<file path="src/design/psrt_pkg.sv">
// Package for the point scale/rotate/translate unit: widths, constants, register codes.
// No dependencies.
package psrt_pkg;

	localparam int COORD_W    = 32;
	localparam int ANG_W      = 16;
	localparam int TRIG_W     = 16;
	localparam int MID_W      = 40;
	localparam int CFG_DATA_W = 48;
	localparam int CFG_IDX_W  = 3;
	localparam int SCALE_FRAC = 16;
	localparam int TRIG_FRAC  = 14;

	localparam int ONE_Q14 = 16384;
	localparam int POLY_A  = 25736;
	localparam int POLY_B  = 10512;
	localparam int POLY_C  = 1160;

	// transaction latency from accepted start to done strobe
	localparam int LATENCY = 12;

	localparam logic [COORD_W-1:0]    SCALE_RESET  = 32'h0001_0000;
	localparam logic [CFG_DATA_W-1:0] ANGLES_RESET = '0;
	localparam logic [COORD_W-1:0]    SHIFT_RESET  = '0;

	typedef enum logic [CFG_IDX_W-1:0] {
		REG_SCALE_X = 3'd0,
		REG_SCALE_Y = 3'd1,
		REG_SCALE_Z = 3'd2,
		REG_ANGLES  = 3'd3,
		REG_SHIFT_X = 3'd4,
		REG_SHIFT_Y = 3'd5,
		REG_SHIFT_Z = 3'd6
	} cfg_reg_t;

endpackage

</file>
<file path="src/design/psrt_trig.sv">
// Pipelined Q2.14 sine and cosine of one 16-bit binary angle, four register stages.
// Depends on psrt_pkg.
module psrt_trig import psrt_pkg::*; (
	input  logic                     clk,
	input  logic [ANG_W-1:0]         angle,
	output logic signed [TRIG_W-1:0] sin_v,
	output logic signed [TRIG_W-1:0] cos_v
);

	// lane 0 is sine, lane 1 is cosine (angle plus a quarter turn)
	logic [ANG_W-1:0]  ang [2];
	logic [14:0]       t_c [2];
	logic [29:0]       tt_c [2];
	logic [25:0]       cp_c [2];
	logic [28:0]       m_c [2];
	logic [29:0]       r_c [2];

	logic [14:0]       t_s1 [2], t_s2 [2], t_s3 [2];
	logic [14:0]       t2_s1 [2], t2_s2 [2];
	logic [13:0]       pb_s2 [2];
	logic [14:0]       pa_s3 [2];
	logic              neg_s1 [2], neg_s2 [2], neg_s3 [2];
	logic signed [TRIG_W-1:0] res_s4 [2];

	assign ang[0] = angle;
	assign ang[1] = angle + ANG_W'(ONE_Q14);

	// products of each step
	always_comb begin
		for (int l = 0; l < 2; l++) begin
			t_c[l]  = ang[l][14] ? (15'(ONE_Q14) - {1'b0, ang[l][13:0]}) : {1'b0, ang[l][13:0]};
			tt_c[l] = t_c[l] * t_c[l];
			cp_c[l] = 26'(11'(POLY_C) * t2_s1[l]);
			m_c[l]  = pb_s2[l] * t2_s2[l];
			r_c[l]  = pa_s3[l] * t_s3[l];
		end
	end

	always_ff @(posedge clk) begin
		for (int l = 0; l < 2; l++) begin
			t_s1[l]   <= t_c[l];
			t2_s1[l]  <= tt_c[l][28:14];
			neg_s1[l] <= ang[l][15];

			t_s2[l]   <= t_s1[l];
			t2_s2[l]  <= t2_s1[l];
			neg_s2[l] <= neg_s1[l];
			pb_s2[l]  <= 14'(POLY_B) - cp_c[l][25:14];

			t_s3[l]   <= t_s2[l];
			neg_s3[l] <= neg_s2[l];
			pa_s3[l]  <= 15'(POLY_A) - m_c[l][28:14];

			res_s4[l] <= neg_s3[l] ? -$signed({1'b0, r_c[l][28:14]})
			                       :  $signed({1'b0, r_c[l][28:14]});
		end
	end

	assign sin_v = res_s4[0];
	assign cos_v = res_s4[1];

endmodule

</file>
<file path="config.mk">
export PLATFORM = sky130hd
export DESIGN_NAME = psrt_trig
export DESIGN_NICKNAME = d
export VERILOG_FILES = /design/src/design/psrt_pkg.sv /design/src/design/psrt_trig.sv
export SDC_FILE = /design/constraint.sdc
export NUM_CORES = 2
export LEC_CHECK = 0
export ABC_AREA = 1
export BUFFER_PORTS_ARGS = -buffer_cell sky130_fd_sc_hd__buf_2
export CORE_UTILIZATION = 50
export CTS_CLUSTER_DIAMETER = 50
export DETAILED_ROUTE_END_ITERATION = 10
export GPL_TIMING_DRIVEN = 0
export PLACE_DENSITY_LB_ADDON = 0.12
export SYNTH_ARGS = -nofsm -noshare
export SYNTH_HDL_FRONTEND = slang
export SYNTH_SLANG_ARGS = --single-unit
</file>
<file path="constraint.sdc">
create_clock -name clk -period 15 [get_ports clk]
set_input_delay 2.25 -clock clk [delete_from_list [all_inputs] [get_ports clk]]
set_output_delay 2.25 -clock clk [all_outputs]
set_load 0.03 [all_outputs]
</file>
* After elaboration in Yosys (flattened, before gate mapping)
Memories as Yosys holds them, arrays and structs flattened.
Cells that the tools add are included.
W data, S select, Z words.
** Cells by class
- Add/sub/neg operators :: 9
- Multiply operators :: 8
- Multiplexer cells :: 4
** Operators by type and width (count)
- $mul A15 B15 Y29 :: 4
- $mul A14 B15 Y29 :: 2
- $mul A8 B15 Y23 const A :: 2
- $mux W16 :: 2
- $neg A15 Y16 :: 2
- $mux W15 :: 2
- $sub A15 B14 Y15 const A :: 2
- $sub A15 B15 Y15 const A :: 2
- $sub A14 B12 Y14 const A :: 2
- $add A16 B15 Y16 const B :: 1
** Word-level totals
- Bits in writable memories :: 246
- Output and inout bits :: 32
- Memories kept :: 11
- Register bits :: 0
- Word-level logic and storage cells :: 32
** Memories
- res_s4 :: depth 2, bits a word 16, read ports 2, clocked after memory_dff 0, wr ports 2, RTL line psrt_trig.sv:23 : logic signed [TRIG_W-1:0] res_s4 [2];
- pa_s3 :: depth 2, bits a word 15, read ports 2, clocked after memory_dff 0, wr ports 2, RTL line psrt_trig.sv:21 : logic [14:0] pa_s3 [2];
- t2_s1 :: depth 2, bits a word 15, read ports 2, clocked after memory_dff 0, wr ports 2, RTL line psrt_trig.sv:19 : logic [14:0] t2_s1 [2], t2_s2 [2];
- t2_s2 :: depth 2, bits a word 15, read ports 2, clocked after memory_dff 0, wr ports 2, RTL line psrt_trig.sv:19
- t_s1 :: depth 2, bits a word 15, read ports 2, clocked after memory_dff 0, wr ports 2, RTL line psrt_trig.sv:18 : logic [14:0] t_s1 [2], t_s2 [2], t_s3 [2];
- t_s2 :: depth 2, bits a word 15, read ports 2, clocked after memory_dff 0, wr ports 2, RTL line psrt_trig.sv:18
- +5 memories

* Longest topological paths before layout
- Depth in word-level cells :: 4
- Depth in mapped cells :: 39
- Depth with buffers taken out :: 37

* Least setup slack after synthesis
Ideal clock, no wire load.
- Path type :: in2reg
- Start point :: input angle[0]
- End point :: memory t2_s1[1][12] (netlist: t2_s1[0][27])
- Setup slack :: 6224 ps
- Data required time :: 14928 ps
- Stages :: 32
- Library setup time :: 72 ps
- Data arrival time :: 8705 ps
- Cells stage by stage :: clkbuf_1 clkinv_1 clkbuf_1 ha_1 nand4_2 nor2_2 nand2_1 nand2_1 inv_1 nand2_1 o21ai_2 clkinv_1 nor2_1 inv_1 fa_1 fa_1 inv_1 fa_1 inv_1 fa_1 inv_1 fa_1 fa_1 ha_1 a21oi_1 o21ai_0 a21oi_1 o21ai_1 a21boi_0 o21ai_2 a21oi_1 xor2_1
** RTL lines
- start, declared :: RTL line psrt_trig.sv:5 : input logic [ANG_W-1:0] angle,
- end, declared :: RTL line psrt_trig.sv:19

==> out/qor.txt <==
SYNTH
-------------------------------------------------------------------------------------
Cell count after synthesis .............................................         7124
Mux share of post-synthesis cell area ..................................            0
Top post-synthesis cells by count ...................................... 2014 x sky130_fd_sc_hd__inv_1, 1881 x sky130_fd_sc_hd__nand2_1, 918 x sky130_fd_sc_hd__fa_1
Most used DFF post-synth ............................................... sky130_fd_sc_hd__dfxtp_1
Unique cell type count in the Yosys netlist ............................           54
Synth Register Bits ....................................................          243
Xor-xnor portion of the synthesized cell area ..........................      0.02224
Number of synthesized flops with an enable pin .........................            0
Largest area contributor in the netlist ................................ sky130_fd_sc_hd__fa_1
Largest cells by area after synthesis .................................. sky130_fd_sc_hd__fa_1 34%, sky130_fd_sc_hd__ha_1 15%, sky130_fd_sc_hd__inv_1 14%
Cell area after synthesis ..............................................    53610 um2
Adder-cell area share of the yosys netlist .............................       0.4903
Area share of and/or/nand/nor cells after synthesis ....................       0.2011
Most frequent cell after synthesis ..................................... sky130_fd_sc_hd__inv_1
Proportion of synthesized chip area in sequential cells ................      0.09074
Mean cell area of the mapped netlist ...................................    7.525 um2
Main combinational cell family by area after synthesis .................  adder cells
Yosys Warn Count .......................................................            0
Asr flop ratio synth ...................................................            0
Synthesized-area fraction occupied by ao, oa, aoi and oai cells ........      0.04150
Share of Yosys cell area claimed by the top area cell type .............       0.3428

ROUTING
-------------------------------------------------------------------------------------
WL/cell ................................................................     15.43 um
Met3 Wirelength ........................................................      8508 um
First-pass iteration count of the detailed router ......................           11
Drt via density ........................................................        4.957
DRT iter0 DRCs .........................................................         2593
Vias after detailed routing ............................................        42800
Routed wire length .....................................................    133200 um
Routed length on met1 ..................................................     63050 um
Wire length on met2 ....................................................     58780 um
Detail Route Antenna Nets ..............................................            0
DRC ....................................................................            7
Highest metal used .....................................................         met5

CLOCKING
-------------------------------------------------------------------------------------
Number of buffers inserted by post-CTS setup repair ....................            0
TritonCTS clock tree ...................................................         done
Clock latency on the worst-skew pair ...................................      0.61 ns
Quantity of hold-fixing buffers added after cts ........................            0
H-tree Lvls ............................................................            1
Max clock buf depth ....................................................            3
Cell chosen for the clock root ......................................... sky130_fd_sc_hd__clkbuf_16
Number of cells upsized or downsized after cts .........................            0
Clock-pin slew of the registers on the worst-case setup and hold paths .      0.06 ns
Clock sink count .......................................................          243
Number of buffers inserted during clock tree synthesis .................           31

WORST SETUP PATH
-------------------------------------------------------------------------------------
Family with the most delay on the worst path ...........................  adder cells
Kind of critical path .................................................. input port to flop
Worst Path Max Fanout ..................................................           10
Critical Path End Type .................................................         flop
Kind of start point of the critical path ...............................   input port
Total buffers and inverters traversed by the critical path .............           11
Cell at the slowest stage of the critical path ......................... sky130_fd_sc_hd__clkbuf_1
Stage delay of the slowest cell on the critical path ...................      0.61 ns
Worst path required time ...............................................     15.45 ns
Arrival time at the worst endpoint .....................................     10.97 ns

TIMING
-------------------------------------------------------------------------------------
Maximum clock skew at final layout .....................................   0.03660 ns
Relative slew slack ....................................................       0.3715
Final-layout setup total negative slack ................................         0 ns
Max Clk Rate ...........................................................  0.09510 GHz
Hold violation total from the final report .............................            0
Post-layout minimum cycle time .........................................     10.52 ns
Setup repair after global routing missed its margin ....................           no
Max-slew violation count ...............................................            0
Setup Viol. Count Final ................................................            0
Worst slew pin tran ....................................................    0.9426 ns
Final clock period utilization by the worst path .......................       0.7010

DIE
-------------------------------------------------------------------------------------
Core ar. ...............................................................   105900 um2
Ports placed on the boundary ...........................................           49
Die outline height .....................................................     329.5 um
Overall die area .......................................................   108500 um2
Placement row count ....................................................          119
Width of the die .......................................................     329.5 um
Starting density of the core ...........................................       0.5064

STATUS
-------------------------------------------------------------------------------------
Result of the run ...................................................... complete, but fails checks
Violations in the final reports ........................................ design-rule violations

GLOBAL ROUTING
-------------------------------------------------------------------------------------
Pin count of the biggest net entering global routing ...................           16
GRT Util Overall .......................................................       0.2583
Antenna violations before repair .......................................            5
Total grt overflow .....................................................            0
Wire length of the first global-routing pass ...........................    224300 um
Via count of the first global-routing pass .............................        44270

PLACED DESIGN
-------------------------------------------------------------------------------------
Port bufs ..............................................................           45
Routability cong. ......................................................       0.9006
HPWL after DPL .........................................................    116200 um

FINISH
-------------------------------------------------------------------------------------
Filler cells ...........................................................        10480
Fraction of layout cells with a size suffix above 1 ....................      0.03576
Final-stage net count ..................................................         8785
Area growth from synthesis to layout ...................................       5.811%
Core Util, Final .......................................................       0.5359

JOB
-------------------------------------------------------------------------------------
Number of maximum-capacitance constraint violations ....................            0

HOLD PATH
-------------------------------------------------------------------------------------
Worst min-delay path category .......................................... flop to flop

area by class of cell:
class	count	area (um2)	share of cell area
diodes	1	2.502	0.00004411
plain buffers	139	566.8	0.009992
clock buffers	35	830.8	0.01465
clock inverters	22	256.5	0.004522
inverters	2046	7690	0.1356
multi-input cells	4712	40550	0.7148
flip-flops and latches	243	4865	0.08576
well taps	1391	1740	0.03068
repair buffers	45	225.2	0.003970
cells by family (layout without fill, tap and decap cells):
group / Yosys count / count (layout)
and+or+nand+nor: 2640 / 2640
buffers and inverters: 2185 / 2287
adders and majority gates: 1550 / 1550
AOI/OAI and AO/OA: 376 / 376
DFF: 243 / 243
xor gates and xnor gates: 128 / 128
other: 2 / 19
layout by cell type (no fill, tap or decap), drive strengths merged, types with 18 or more instances in the layout:
| cell type | count |
|---|---|
| fa | 918 |
| nand3 | 186 |
| ha | 632 |
| conb | 18 |
| clkbuf | 162 |
| o21bai | 22 |
| o21ai | 118 |
| nand3b | 25 |
| nand4 | 51 |
| nor2 | 391 |
| nand2 | 1913 |
| dfxtp | 243 |
| xor2 | 81 |
| buf | 57 |
| nor3 | 49 |
| xnor2 | 47 |
| inv | 2051 |
| a21oi | 193 |
registers in the layout, summed over array words and instances, names as in the netlist:
name and cells:
res_s4 32, pa_s3 30, t2_s1 30, t2_s2 30, t_s1 29, t_s2 29
t_s3 29, pb_s2 28, neg_s1 2, neg_s2 2, neg_s3 2
metal layers:
metal | track usage | vias up
li1 | - | 20940
met1 | 0.3724 | 20560
met2 | 0.4166 | 1121
met3 | 0.02963 | 176
met4 | 0.05656 | 2
met5 | 0 | -
stage by stage:
stage / instances / cell area (um2) / hold slack [ns] / setup slack (ns)
2_1_floorplan: 7140 / 53670 / 0.3096 / 6.224
3_3_place_gp: 8576 / 55640 / 0.3105 / 4.049
3_5_place_dp: 8576 / 55640 / 0.3121 / 3.963
4_1_cts: 8633 / 56720 / 0.3188 / 4.597
5_1_grt: 8634 / 56730 / 0.3169 / 4.087
6_report: 8634 / 56730 / 0.3183 / 4.485
final timing paths:
| kind | startpoint | to | slack (ns) | cells past startpoint |
|---|---|---|---|---|
| min reg2reg | t_s2[0][25]$_DFF_P_ | t_s3[0][25]$_DFF_P_ | 0.32 | 0 |
| max | angle[0] | t2_s1[0][29]$_DFF_P_ | 4.48 | 35 |
| max reg2reg | pb_s2[0][20]$_DFF_P_ | pa_s3[0][29]$_DFF_P_ | 8.22 | 30 |
| min | t_s2[0][25]$_DFF_P_ | t_s3[0][25]$_DFF_P_ | 0.32 | 0 |
worst reg2reg max path, delay by kind of cell (launching register included):
kind / cells / cell delay [ns]
adders and majority gates: 8 / 3.47
buffers and inverters: 7 / 0.89
and+or+nand+nor: 15 / 1.71
DFF: 1 / 0.58
Power is not shown: default switching activity piles up to over one toggle a cycle in this logic, so the estimate is an artifact.
